### config.mk
export PLATFORM = sky130hd
export DESIGN_NAME = edf_fixed_length_job_scheduler_top
export DESIGN_NICKNAME = d
export VERILOG_FILES = /design/src/sv/efs_pkg.sv /design/src/sv/edf_fixed_length_job_scheduler_top.sv /design/src/sv/efs_cell.sv /design/src/sv/efs_head.sv
export SDC_FILE = /design/constraint.sdc
export NUM_CORES = 1
export LEC_CHECK = 0
export BUFFER_PORTS_ARGS = -buffer_cell sky130_fd_sc_hd__buf_4
export CAP_MARGIN = 10
export CORE_MARGIN = 1.5
export CORE_UTILIZATION = 30
export CTS_CLUSTER_DIAMETER = 60
export DETAILED_ROUTE_END_ITERATION = 7
export SYNTH_ARGS = -nofsm -noshare
export SYNTH_HDL_FRONTEND = slang
export SYNTH_SLANG_ARGS = --single-unit
### constraint.sdc
create_clock -name clk_i -period 5.3 [get_ports clk_i]
set_input_delay 0.265 -clock clk_i [delete_from_list [all_inputs] [get_ports clk_i]]
set_output_delay 0.265 -clock clk_i [all_outputs]
set_load 0.01 [all_outputs]
### src/sv/efs_pkg.sv
// ----------------------------------------------------------------------------
// efs_pkg
// Shared types and constants of the fixed-length EDF job scheduler.
// ----------------------------------------------------------------------------
package efs_pkg;

  localparam int MAX_JOBS   = 16;
  localparam int IDX_W      = (MAX_JOBS > 1) ? $clog2(MAX_JOBS) : 1;
  localparam int CNT_W      = $clog2(MAX_JOBS + 1);
  localparam int STAMP_W    = 16;
  localparam int TIME_W     = 17;
  localparam int DUR_W      = 8;
  localparam int JOB_IDX_W  = 4;
  localparam logic [DUR_W-1:0] DUR_RESET = 8'd6;

  // one stored job as it travels around the ring
  typedef struct packed {
    logic [STAMP_W-1:0] rel;
    logic [STAMP_W-1:0] dl;
    logic               done;
  } job_t;

  // job picked by the search unit
  typedef struct packed {
    logic [IDX_W-1:0]   idx;
    logic [TIME_W-1:0]  start;
    logic [STAMP_W-1:0] dl;
  } sel_t;

endpackage

### src/sv/edf_fixed_length_job_scheduler_top.sv
// ----------------------------------------------------------------------------
// edf_fixed_length_job_scheduler_top
// Non-preemptive earliest-deadline-first scheduler for equal-length jobs.
// ----------------------------------------------------------------------------
// Usage:
//   Jobs are loaded one per transaction on start/busy (release, deadline,
//   last_job); busy stays low during a load. The job with last_job set
//   loads and then starts scheduling; busy stays high until the last result
//   has been produced. Loads beyond MAX_JOBS jobs are dropped. For each
//   placed job the job ring makes one full rotation past the search unit,
//   then the job is placed. The result appears on result_valid_o for one
//   cycle right after that. last_result_o marks the final result; crisis_o
//   marks a missed deadline, which also ends the schedule. The receiver
//   cannot stall results. task_duration is written over the cfg channel
//   (always ready); the user must write it only while idle; the block
//   itself does not enforce this. Reset empties the job set, sets
//   task_duration to 6 and drops busy.
// ----------------------------------------------------------------------------
module edf_fixed_length_job_scheduler_top
  import efs_pkg::*;
(
  input  logic                 clk_i,
  input  logic                 rst_ni,
  input  logic                 start,
  output logic                 busy,
  input  logic [STAMP_W-1:0]   release_time_i,
  input  logic [STAMP_W-1:0]   deadline_time_i,
  input  logic                 last_job_i,
  input  logic                 cfg_valid_i,
  output logic                 cfg_ready_o,
  input  logic [DUR_W-1:0]     cfg_data_i,
  output logic                 result_valid_o,
  output logic [JOB_IDX_W-1:0] job_index_o,
  output logic [TIME_W-1:0]    start_time_o,
  output logic                 crisis_o,
  output logic                 last_result_o
);

  localparam logic [1:0] ST_IDLE = 2'd0;
  localparam logic [1:0] ST_SCAN = 2'd1;
  localparam logic [1:0] ST_EMIT = 2'd2;

  localparam int WIDE_W = (IDX_W > JOB_IDX_W) ? IDX_W : JOB_IDX_W;
  localparam logic [IDX_W-1:0] LAST_POS = IDX_W'(MAX_JOBS - 1);

  logic [1:0]        state_q, state_d;
  logic [IDX_W-1:0]  pos_q, pos_d;
  logic [CNT_W-1:0]  loaded_q, loaded_d, emitted_q, emitted_d;
  logic [TIME_W-1:0] cur_q, cur_d;
  logic [DUR_W-1:0]  dur_q;

  logic                 res_valid_q;
  logic [JOB_IDX_W-1:0] res_idx_q;
  logic [TIME_W-1:0]    res_start_q;
  logic                 res_crisis_q, res_last_q;

  job_t              ring [MAX_JOBS];
  sel_t              sel;
  logic              accept, do_load, shift, mark, clear, cand;
  logic [TIME_W:0]   finish;
  logic              crisis, is_last;
  logic [WIDE_W-1:0] idx_wide;
  logic [CNT_W-1:0]  emitted_inc;

  assign accept  = start && !busy;
  assign do_load = accept && (loaded_q < CNT_W'(MAX_JOBS));
  assign shift   = (state_q == ST_SCAN);
  assign cand    = ({1'b0, pos_q} < loaded_q) && !ring[0].done;

  assign finish      = {1'b0, sel.start} + (TIME_W + 1)'(dur_q);
  assign crisis      = finish > (TIME_W + 1)'(sel.dl);
  assign emitted_inc = emitted_q + CNT_W'(1);
  assign is_last     = crisis || (emitted_inc == loaded_q);
  assign mark        = (state_q == ST_EMIT) && !is_last;
  assign clear       = (state_q == ST_EMIT) && is_last;
  assign idx_wide    = WIDE_W'(sel.idx);

  for (genvar i = 0; i < MAX_JOBS; i++) begin : g_cell
    efs_cell u_cell (
      .clk_i      (clk_i),
      .rst_ni     (rst_ni),
      .shift_i    (shift),
      .next_i     (ring[(i + 1) % MAX_JOBS]),
      .load_i     (do_load && (loaded_q[IDX_W-1:0] == IDX_W'(i))),
      .load_rel_i (release_time_i),
      .load_dl_i  (deadline_time_i),
      .mark_i     (mark && (sel.idx == IDX_W'(i))),
      .clear_i    (clear),
      .job_o      (ring[i])
    );
  end

  efs_head u_head (
    .clk_i      (clk_i),
    .rst_ni     (rst_ni),
    .step_i     (shift),
    .first_i    (pos_q == '0),
    .idx_i      (pos_q),
    .cand_i     (cand),
    .job_i      (ring[0]),
    .cur_time_i (cur_q),
    .sel_o      (sel)
  );

  always_comb begin
    state_d   = state_q;
    pos_d     = pos_q;
    loaded_d  = loaded_q;
    emitted_d = emitted_q;
    cur_d     = cur_q;
    case (state_q)
      ST_IDLE: begin
        if (do_load) begin
          loaded_d = loaded_q + CNT_W'(1);
        end
        if (accept && last_job_i) begin
          state_d = ST_SCAN;
          pos_d   = '0;
        end
      end
      ST_SCAN: begin
        pos_d = pos_q + IDX_W'(1);
        if (pos_q == LAST_POS) begin
          pos_d   = '0;
          state_d = ST_EMIT;
        end
      end
      ST_EMIT: begin
        if (is_last) begin
          state_d   = ST_IDLE;
          loaded_d  = '0;
          emitted_d = '0;
          cur_d     = '0;
        end else begin
          state_d   = ST_SCAN;
          emitted_d = emitted_inc;
          cur_d     = finish[TIME_W-1:0];
        end
      end
      default: begin
        state_d = ST_IDLE;
      end
    endcase
  end

  always_ff @(posedge clk_i or negedge rst_ni) begin
    if (!rst_ni) begin
      state_q     <= ST_IDLE;
      pos_q       <= '0;
      loaded_q    <= '0;
      emitted_q   <= '0;
      cur_q       <= '0;
      dur_q       <= DUR_RESET;
      res_valid_q <= 1'b0;
    end else begin
      state_q     <= state_d;
      pos_q       <= pos_d;
      loaded_q    <= loaded_d;
      emitted_q   <= emitted_d;
      cur_q       <= cur_d;
      res_valid_q <= (state_q == ST_EMIT);
      if (cfg_valid_i && cfg_ready_o) begin
        dur_q <= cfg_data_i;
      end
    end
  end

  always_ff @(posedge clk_i) begin
    if (state_q == ST_EMIT) begin
      res_idx_q    <= idx_wide[JOB_IDX_W-1:0];
      res_start_q  <= sel.start;
      res_crisis_q <= crisis;
      res_last_q   <= is_last;
    end
  end

  assign busy           = (state_q != ST_IDLE);
  assign cfg_ready_o    = 1'b1;
  assign result_valid_o = res_valid_q;
  assign job_index_o    = res_idx_q;
  assign start_time_o   = res_start_q;
  assign crisis_o       = res_crisis_q;
  assign last_result_o  = res_last_q;

  // a result only ever follows a placement cycle
  a_result_after_emit: assert property (@(posedge clk_i) disable iff (!rst_ni)
    result_valid_o |-> $past(state_q == ST_EMIT))
    else $error("result strobe without placement");

  // a missed deadline always ends the schedule
  a_crisis_ends: assert property (@(posedge clk_i) disable iff (!rst_ni)
    (result_valid_o && crisis_o) |-> (last_result_o && !busy))
    else $error("crisis result did not end the schedule");

  // while scheduling, some stored job is still unplaced
  a_pending_job: assert property (@(posedge clk_i) disable iff (!rst_ni)
    busy |-> (emitted_q < loaded_q))
    else $error("scheduling with no pending job");

  // the ring is back at its home position whenever it is not rotating
  a_ring_home: assert property (@(posedge clk_i) disable iff (!rst_ni)
    (state_q != ST_SCAN) |-> (pos_q == '0))
    else $error("ring left off its home position");

endmodule

### src/sv/efs_cell.sv
// ----------------------------------------------------------------------------
// efs_cell
// One slot of the job ring: holds a job and passes it to its neighbor.
// ----------------------------------------------------------------------------
module efs_cell
  import efs_pkg::*;
(
  input  logic               clk_i,
  input  logic               rst_ni,
  input  logic               shift_i,
  input  job_t               next_i,
  input  logic               load_i,
  input  logic [STAMP_W-1:0] load_rel_i,
  input  logic [STAMP_W-1:0] load_dl_i,
  input  logic               mark_i,
  input  logic               clear_i,
  output job_t               job_o
);

  logic [STAMP_W-1:0] rel_q;
  logic [STAMP_W-1:0] dl_q;
  logic               done_q;

  always_ff @(posedge clk_i or negedge rst_ni) begin
    if (!rst_ni) begin
      done_q <= 1'b0;
    end else if (clear_i || load_i) begin
      done_q <= 1'b0;
    end else if (mark_i) begin
      done_q <= 1'b1;
    end else if (shift_i) begin
      done_q <= next_i.done;
    end
  end

  always_ff @(posedge clk_i) begin
    if (load_i) begin
      rel_q <= load_rel_i;
      dl_q  <= load_dl_i;
    end else if (shift_i) begin
      rel_q <= next_i.rel;
      dl_q  <= next_i.dl;
    end
  end

  assign job_o = '{rel: rel_q, dl: dl_q, done: done_q};

endmodule

### src/sv/efs_head.sv
// ----------------------------------------------------------------------------
// efs_head
// Search unit at the ring head: tracks the best released job and the best
// job among the earliest releases while the ring rotates past it.
// ----------------------------------------------------------------------------
module efs_head
  import efs_pkg::*;
(
  input  logic              clk_i,
  input  logic              rst_ni,
  input  logic              step_i,
  input  logic              first_i,
  input  logic [IDX_W-1:0]  idx_i,
  input  logic              cand_i,
  input  job_t              job_i,
  input  logic [TIME_W-1:0] cur_time_i,
  output sel_t              sel_o
);

  logic               rel_found_q, e_found_q;
  logic [IDX_W-1:0]   rel_idx_q, e_idx_q;
  logic [STAMP_W-1:0] rel_dl_q, e_dl_q, e_rel_q;
  logic               prev_rel, prev_e, take_rel, take_e;

  always_comb begin
    prev_rel = rel_found_q && !first_i;
    prev_e   = e_found_q && !first_i;
    take_rel = cand_i && ({1'b0, job_i.rel} <= cur_time_i) &&
               (!prev_rel || (job_i.dl < rel_dl_q));
    // earliest release first, then deadline; strict compares keep lower index
    take_e   = cand_i && (!prev_e || (job_i.rel < e_rel_q) ||
               ((job_i.rel == e_rel_q) && (job_i.dl < e_dl_q)));
  end

  always_ff @(posedge clk_i or negedge rst_ni) begin
    if (!rst_ni) begin
      rel_found_q <= 1'b0;
      e_found_q   <= 1'b0;
    end else if (step_i) begin
      rel_found_q <= prev_rel || take_rel;
      e_found_q   <= prev_e || take_e;
    end
  end

  always_ff @(posedge clk_i) begin
    if (step_i && take_rel) begin
      rel_idx_q <= idx_i;
      rel_dl_q  <= job_i.dl;
    end
    if (step_i && take_e) begin
      e_idx_q <= idx_i;
      e_rel_q <= job_i.rel;
      e_dl_q  <= job_i.dl;
    end
  end

  // best released job starts at the current time; nothing released yet: time jumps to the earliest pending release
  always_comb begin
    if (rel_found_q) begin
      sel_o = '{idx: rel_idx_q, start: cur_time_i, dl: rel_dl_q};
    end else begin
      sel_o = '{idx: e_idx_q, start: {1'b0, e_rel_q}, dl: e_dl_q};
    end
  end

endmodule
==> impl_results.md, run 1 <==
- Critical path peak fanout: 17
- Leakage power figure: 12.95 nW
- Placeable core region: 98560 um^2
- Routed length per placed instance: 20.37 um
- Pwr Density: 638.2 nW/um^2
- Startpoint-to-endpoint class of the critical path: register to register
- Top post-synthesis cells by area: sky130_fd_sc_hd__edfxtp_1 (59%), sky130_fd_sc_hd__mux2_2 (20%), sky130_fd_sc_hd__dfrtp_1 (4.9%)
- Number of antenna violations at the first check in global routing: 7
- Cell Area, Synth: 29870 um^2
- Die height: 318.5 um
- Final Slew Violations: 0
- Final nets: 2141
- Growth of design area from synthesis to finish: 15.17%
- Aggregate global-route resource usage: 13.31%
- Syn nets: 2047
- Port-buffer cells: 69
- Placement row count: 115
- Layout cell share with drive strength beyond 1: 36.76%
- CTS Sinks: 651
- Highest clock rate: 203.7 MHz
- Die area: 101500 um^2
- Top-Level Pins: 71
- Max Cap Violations: 0
- Area share of the leading cell type in the synthesized netlist: 59.42%
- Number of buffers inserted during clock tree synthesis: 70
- Dpl ws: 0.2193 ns
- Synth warn: 0
- Buffer cell driving the clock tree root: sky130_fd_sc_hd__clkbuf_16
- Routed via count: 16176
- Number of global-route vias before repair: 17043
- Final hold vios: 0
- Number of flops mapped to enable cells by yosys: 591
- Post-synthesis instance total: 1905
- Worst-Skew Late Latency: 0.62 ns
- Slew at the pin closest to its max-slew limit: 1.040 ns
- Total setup violations reported at the end of the flow: 0
- DR pass1 iterations: 5
- Weighted congestion reported at the end of routability-driven placement: 0.8296
- Synthesized flop and latch total: 651
- TritonCTS clock tree: yes
- Worst slew slack as a fraction of its limit: 30.11%
- Top FF cell, synth: sky130_fd_sc_hd__edfxtp_1
- Number of H-tree branching levels: 3
- Fin Clk Skew: 0.02874 ns
- Critical path capture point type: register
- Clock slew at reported path FFs: 0.06 ns
- Die X-Extent: 318.5 um
- Arrival time of data at the critical path endpoint: 5.40 ns
- Number of antenna-violating nets in the routed design: 0
- Overflow left after global routing: 0
- RSZ-0062 raised after global routing: no
- Initial Utilization: 30.30%
- Total wire length after detailed routing: 68160 um
- Sequential-to-total area share from yosys stat: 64.45%
- Number of DRC violations after detailed-routing iteration 0: 1137
- Minimum period implied by the final worst setup slack: 4.909 ns
- Post-DP HPWL: 43590 um
- Max rail drop VDD: 0.0002968 V
- Final worst setup slack: 0.3908 ns
- Result of the run: finished clean
- Startpoint type of the worst setup path: register
- Part of the cycle the worst path needs: 92.63%
- Dominant cell type by area after synthesis: sky130_fd_sc_hd__edfxtp_1
- Syn_area_per_cell: 15.68 um^2
- Number of library cell types mapped by synthesis: 60
- Maximum number of pins on one net before global-route repair: 61
- DRC viols: 0
- Vias per std cell: 4.834
- Crit path required time: 5.80 ns
- Clock buffer depth: 3
- Final total negative setup slack: 0 ns
- Global-route wire length before repair: 105200 um
- Number of fillers in the final layout: 9301
- Share of async-settable or async-resettable flops after synthesis: 9.217%
- Hold/Removal Path Class: input port to register
placed cells by master, fill, tap and decap left out, types with 6 or more instances in the layout:
master                          instances
sky130_fd_sc_hd__xnor2_1               20
sky130_fd_sc_hd__a222oi_1              16
sky130_fd_sc_hd__clkinv_2               8
sky130_fd_sc_hd__bufinv_16              6
sky130_fd_sc_hd__dfrtp_1               57
sky130_fd_sc_hd__inv_1                 94
sky130_fd_sc_hd__mux2_2               522
sky130_fd_sc_hd__buf_4                113
sky130_fd_sc_hd__clkbuf_16             71
sky130_fd_sc_hd__nand4_1               19
sky130_fd_sc_hd__ha_1                  96
sky130_fd_sc_hd__o21ai_0               28
sky130_fd_sc_hd__nand3_1                6
sky130_fd_sc_hd__nor2b_1                6
sky130_fd_sc_hd__a21oi_1               35
sky130_fd_sc_hd__edfxtp_1             591
sky130_fd_sc_hd__dlygate4sd3_1         18
sky130_fd_sc_hd__o22ai_1               13
sky130_fd_sc_hd__nor2_1                29
sky130_fd_sc_hd__nand2_1               98
sky130_fd_sc_hd__mux2i_1               39
sky130_fd_sc_hd__nor3_1                 7
sky130_fd_sc_hd__clkinv_1              11
sky130_fd_sc_hd__a21o_1                28
sky130_fd_sc_hd__nand2b_1              12
sky130_fd_sc_hd__clkbuf_1              17
sky130_fd_sc_hd__o31ai_1                9
sequential cells by signal, summed over array words and instances (netlist names), 5 cells and up:
signal,flops
g_cell.u_cell.rel_q,256
u_head.e_rel_q,16
loaded_q,5
emitted_q,5
g_cell.u_cell.dl_q,256
dur_q,8
start_time_o,17
g_cell.u_cell.done_q,16
u_head.e_dl_q,16
cur_q,17
u_head.rel_dl_q,16
critical path, stage by stage, from the launching register on:
cell                       delay, ns
sky130_fd_sc_hd__dfrtp_2        0.52
sky130_fd_sc_hd__mux2_2         0.28
sky130_fd_sc_hd__ha_1           0.19
sky130_fd_sc_hd__inv_1          0.06
sky130_fd_sc_hd__fa_1           0.39
sky130_fd_sc_hd__nand2b_1       0.18
sky130_fd_sc_hd__a21oi_1        0.23
sky130_fd_sc_hd__o21ai_1        0.22
sky130_fd_sc_hd__nor3_1         0.27
sky130_fd_sc_hd__xor2_1         0.29
sky130_fd_sc_hd__ha_1           0.24
sky130_fd_sc_hd__nand4_1        0.15
sky130_fd_sc_hd__nor4_2         0.38
sky130_fd_sc_hd__nor3_1         0.10
sky130_fd_sc_hd__o31ai_1        0.11
sky130_fd_sc_hd__o311a_1        0.32
sky130_fd_sc_hd__buf_4          0.16
sky130_fd_sc_hd__nand3_2        0.27
sky130_fd_sc_hd__a222oi_1       0.41
worst paths after layout:
kind | from | end | slack [ns] | cells after the start
setup / recovery | u_head.rel_found_q | g_cell[13].u_cell.done_q | 0.39 | 18
hold / removal | deadline_time_i[8] | g_cell[4].u_cell.dl_q[8] | 0.1 | 2
setup reg to reg | u_head.rel_found_q | g_cell[13].u_cell.done_q | 0.39 | 18
hold reg to reg | g_cell[5].u_cell.rel_q[15] | g_cell[4].u_cell.rel_q[15] | 0.53 | 1
max in group asynchronous | rst_ni | u_head.rel_found_q | 4.36 | 2
min in group asynchronous | rst_ni | emitted_q[0] | 0.32 | 2
cell usage after synthesis (4+ instances only):
master	count
sky130_fd_sc_hd__buf_6	4
sky130_fd_sc_hd__clkbuf_1	84
sky130_fd_sc_hd__nor2_1	29
sky130_fd_sc_hd__nand2b_1	12
sky130_fd_sc_hd__o22ai_1	13
sky130_fd_sc_hd__ha_1	96
sky130_fd_sc_hd__nand3_1	6
sky130_fd_sc_hd__a21oi_1	36
sky130_fd_sc_hd__a21o_1	28
sky130_fd_sc_hd__nand4_1	19
sky130_fd_sc_hd__nor4_2	4
sky130_fd_sc_hd__o21a_1	4
sky130_fd_sc_hd__buf_1	21
sky130_fd_sc_hd__o21ai_0	28
sky130_fd_sc_hd__nor3_1	7
sky130_fd_sc_hd__mux2i_1	39
sky130_fd_sc_hd__nor2b_1	6
sky130_fd_sc_hd__nand2_1	99
sky130_fd_sc_hd__a211oi_1	5
sky130_fd_sc_hd__mux2_2	522
sky130_fd_sc_hd__o31ai_1	9
sky130_fd_sc_hd__a222oi_1	16
sky130_fd_sc_hd__xnor2_1	20
sky130_fd_sc_hd__inv_1	95
sky130_fd_sc_hd__dfrtp_1	58
sky130_fd_sc_hd__edfxtp_1	591
final cells by class:
class / instances / area [um^2] / area share (%)
multi-input cells: 1050 / 9858 / 28.66
clock buffers: 91 / 1882 / 5.470
clock inverters: 36 / 400.4 / 1.164
well taps: 1287 / 1610 / 4.681
diodes: 5 / 12.51 / 0.03637
inverters: 95 / 356.6 / 1.037
repair buffers: 131 / 1028 / 2.990
flip-flops and latches: 651 / 19250 / 55.96
cells by family after synthesis:
group           after synthesis  share of synthesized area, %
flops                       651                         64.45
mux                         561                         20.99
buf+inv                     205                         2.689
simple gates                201                         3.263
compound gates              166                         3.833
fa+ha+maj                    97                         4.088
xor+xnor                     23                        0.6745
other cells                   1                       0.01255
repair_timing:
action	4_1_cts	5_1_grt
hold buffers	18	0
endpoints found under the setup margin	0	10
resized for setup	0	2
hold endpoints to repair	66	0
buffers inserted	0	2
per-stage QoR:
step	instances	power (W)	cell area, um^2	hold WS [ns]	util, %
floorplan	1905	0.01475	29870	-0.03059	-
global placement	3193	0.01683	31890	0.4167	32.35
detailed placement	3193	0.01706	31890	0.4356	32.35
CTS	3338	0.02213	34350	0.04961	34.85
global route	3343	0.02321	34390	0.09658	34.89
finish	3346	0.02195	34400	0.09791	34.90
per-layer routing:
layer | global-route usage [%] | wire, um | vias up
met3 | 2.455 | 3471 | 104
met5 | 0 | 31 | -
met2 | 21.80 | 32380 | 375
met4 | 4.880 | 1742 | 6
li1 | - | - | 7473
met1 | 17.55 | 30530 | 8218
power by group:
group	total [W]	switching [W]	internal, W
sequential	0.0104	0.00107	0.00936
clock	0.00490	0.00207	0.00283
combinational	0.00663	0.00370	0.00292
(Power assumes the default switching activity.)
==> inputs of run 2 (changes only) <==
- CORE_ASPECT_RATIO: unset -> 0.5
==> run 2 against run 1 <==
  * Sequential power about the same
  * Clock-buffer cell count down 2
  * Largest cell class unchanged
  * Combinational power is 2% lower
  * Highest routed layer is now met4
==> impl_results.md, run 2 (synthesis results as in run 1) <==
- Final nets: 2132 (-0.42%)
- Final total negative setup slack: 0 ns (unchanged)
- Placeable core region: 98210 um^2 (-0.36%)
- Global-route wire length before repair: 105000 um (-0.20%)
- Critical path peak fanout: 35 (+18)
- DRC viols: 0 (unchanged)
- Minimum period implied by the final worst setup slack: 5.025 ns (+0.1153 ns)
- Number of H-tree branching levels: 3 (unchanged)
- Post-Route M1 WL: 34390 um (+13%)
- Highest clock rate: 199.0 MHz (-2.3%)
- Clock buffer depth: 3 (unchanged)
- Routed length per placed instance: 20.53 um (+0.81%)
- Number of fillers in the final layout: 9217 (-0.90%)
- DR WL met3: 3372 um (-2.9%)
- Number of global-route vias before repair: 16133 (-5.3%)
- Top-Level Pins: 71 (unchanged)
- Startpoint type of the worst setup path: register
- Leakage power figure: 12.89 nW (-0.41%)
- CTS Sinks: 651 (unchanged)
- Critical path's largest stage delay: 0.59 ns (+0.07 ns)
- Clock slew at reported path FFs: 0.06 ns (about the same)
- Initial Utilization: 30.41% (+0.11 points)
- Post-DP HPWL: 43620 um (about the same)
- Final Slew Violations: 0 (unchanged)
- Overflow left after global routing: 0 (unchanged)
- Dpl ws: 0.3415 ns (+0.1223 ns)
- Aggregate global-route resource usage: 13.53% (+0.21 points)
- Top metal layer carrying routed signals: met4
- Final hold vios: 0 (unchanged)
- Number of DRC violations after detailed-routing iteration 0: 1410 (+24%)
- Number of antenna-violating nets in the routed design: 0 (unchanged)
- Placement row count: 81 (-30%)
- Critical path capture point type: register
- Die area: 101600 um^2 (+0.11%)
- Result of the run: finished clean
- Port-buffer cells: 69 (unchanged)
- DR pass1 iterations: 7 (+2)
- Die height: 226.1 um (-29%)
- Number of buffers inserted during clock tree synthesis: 69 (-1.4%)
- Pwr Density: 636.8 nW/um^2 (-0.22%)
- Max rail drop VDD: 0.0003548 V (+20%)
- Total placed instance area: 32000 um^2 (+0.35%)
- Worst-Skew Late Latency: 0.62 ns (about the same)
- Startpoint-to-endpoint class of the critical path: register to register
- Number of antenna violations at the first check in global routing: 4 (-3)
- Max Cap Violations: 0 (unchanged)
- Critical path buffers and inverters: 3 (+1)
- Layout cell share with drive strength beyond 1: 36.80% (+0.038 points)
- Final worst setup slack: 0.2755 ns (-0.1153 ns)
- Crit path cell chain: nand2_1 -> o21a_1 -> inv_1 -> ha_1 -> a211oi_1 -> o21bai_1 -> o41ai_1 -> and2_1 -> nor2_1 -> xnor2_1 -> inv_1 -> ha_1 -> nand4_1 -> nor4_2 -> nor3_1 -> o31ai_1 -> o311a_1 -> nand3_4 -> buf_12 -> a222oi_1
- Routed via count: 16216 (+0.25%)
- Leading cell types in the layout, fill and taps excluded: sky130_fd_sc_hd__edfxtp_1 (591), sky130_fd_sc_hd__mux2_2 (522), sky130_fd_sc_hd__buf_4 (111)
- Vias per std cell: 4.810 (-0.50%)
- Maximum number of pins on one net before global-route repair: 61 (unchanged)
- Slowest CP cell: sky130_fd_sc_hd__dfrtp_4
- Kind of cell with the highest combined delay on the critical path: compound AO/OA/AOI/OAI gates
- Fin Clk Skew: 0.03305 ns (+0.004310 ns)
- Most common cell after layout, fill and taps aside: sky130_fd_sc_hd__edfxtp_1
- RSZ-0062 raised after global routing: no
- Arrival time of data at the critical path endpoint: 5.52 ns (+0.12 ns)
- Total setup violations reported at the end of the flow: 0 (unchanged)
- Weighted congestion reported at the end of routability-driven placement: 0.8170 (-1.5%)
- Regs by FF count: g_cell.u_cell.dl_q x256, g_cell.u_cell.rel_q x256
- Die X-Extent: 449.2 um (+41%)
- Slew at the pin closest to its max-slew limit: 1.203 ns (+0.1633 ns)
- Amount of wire on met2 after detailed routing: 29990 um (-7.4%)
- Hold/Removal Path Class: input port to register
- Growth of design area from synthesis to finish: 14.97%
- Overall power of the completed layout: 0.02187 W (-0.40%)
- Design area: 34340 um^2 (-0.18%)
- Part of the cycle the worst path needs: 94.80% (+2.2 points)
- Crit path required time: 5.80 ns (about the same)
- TritonCTS clock tree: yes
- Worst slew slack as a fraction of its limit: 19.13% (-11 points)
- Total wire length after detailed routing: 69220 um (+1.6%)
- Setup repair bufs after CTS: 0 (unchanged)
- Buffer cell driving the clock tree root: sky130_fd_sc_hd__clkbuf_16
[run 2: power breakdown]
group | leakage (nW) | switching, W | internal (W)
clock | 1.08 | 0.00207 | 0.00275
sequential | 6.69 | 0.00115 | 0.00937
combinational | 5.12 | 0.00363 | 0.00290
[run 2: worst paths after layout]
path	slack [ns]	endpoint	depth (start not counted)	start
max	0.28	g_cell[4].u_cell.done_q	20	u_head.rel_found_q
min	0.03	dur_q[6]	2	cfg_valid_i
max reg2reg	0.28	g_cell[4].u_cell.done_q	20	u_head.rel_found_q
min reg2reg	0.52	cur_q[0]	2	cur_q[0]
max in group asynchronous	4.33	u_head.rel_found_q	2	rst_ni
min in group asynchronous	0.30	g_cell[9].u_cell.done_q	2	rst_ni
[run 2: what timing repair did]
item | 4_1_cts | 5_1_grt
hold buffers | 11 | 0
resized for setup | 0 | 2
hold endpoints to repair | 66 | 0
setup endpoints to repair | 0 | 15
[run 2: metal layers]
layer | GRT usage (%) | vias up
met3 | 2.664 | 91
met1 | 19.98 | 8314
li1 | - | 7442
met5 | 0 | -
met2 | 20.14 | 369
met4 | 3.499 | 0
[run 2: layout make-up]
| cell class | instances | area, um^2 | area share (%) |
|---|---|---|---|
| multi-input combinational | 1049 | 9862 | 28.72 |
| tap | 1328 | 1662 | 4.839 |
| sequential | 651 | 19250 | 56.07 |
| timing repair buffer | 124 | 983.4 | 2.864 |
| inverter | 95 | 356.6 | 1.038 |
| clock buffer | 89 | 1854 | 5.400 |
| antenna | 2 | 5.005 | 0.01457 |
| clock inverter | 33 | 361.6 | 1.053 |
[run 2: per-stage QoR]
stage          cells  hold slack, ns  util [%]
2_1_floorplan   1905        -0.03059         -
3_3_place_gp    3236          0.4130     32.58
3_5_place_dp    3236          0.4231     32.58
4_1_cts         3369        0.009936     34.95
5_1_grt         3371         0.01799     34.97
6_report        3371         0.02812     34.97
[run 2: worst register-to-register path, delay by kind of cell, from the launching register on]
family                   cells  cell delay [ns]
buffers and inverters        3             0.39
adder cells (fa/ha/maj)      2             0.59
AND/OR/NAND/NOR              7             1.33
XOR/XNOR                     1             0.19
flip-flops                   1             0.59
AO/OA/AOI/OAI                7             1.82
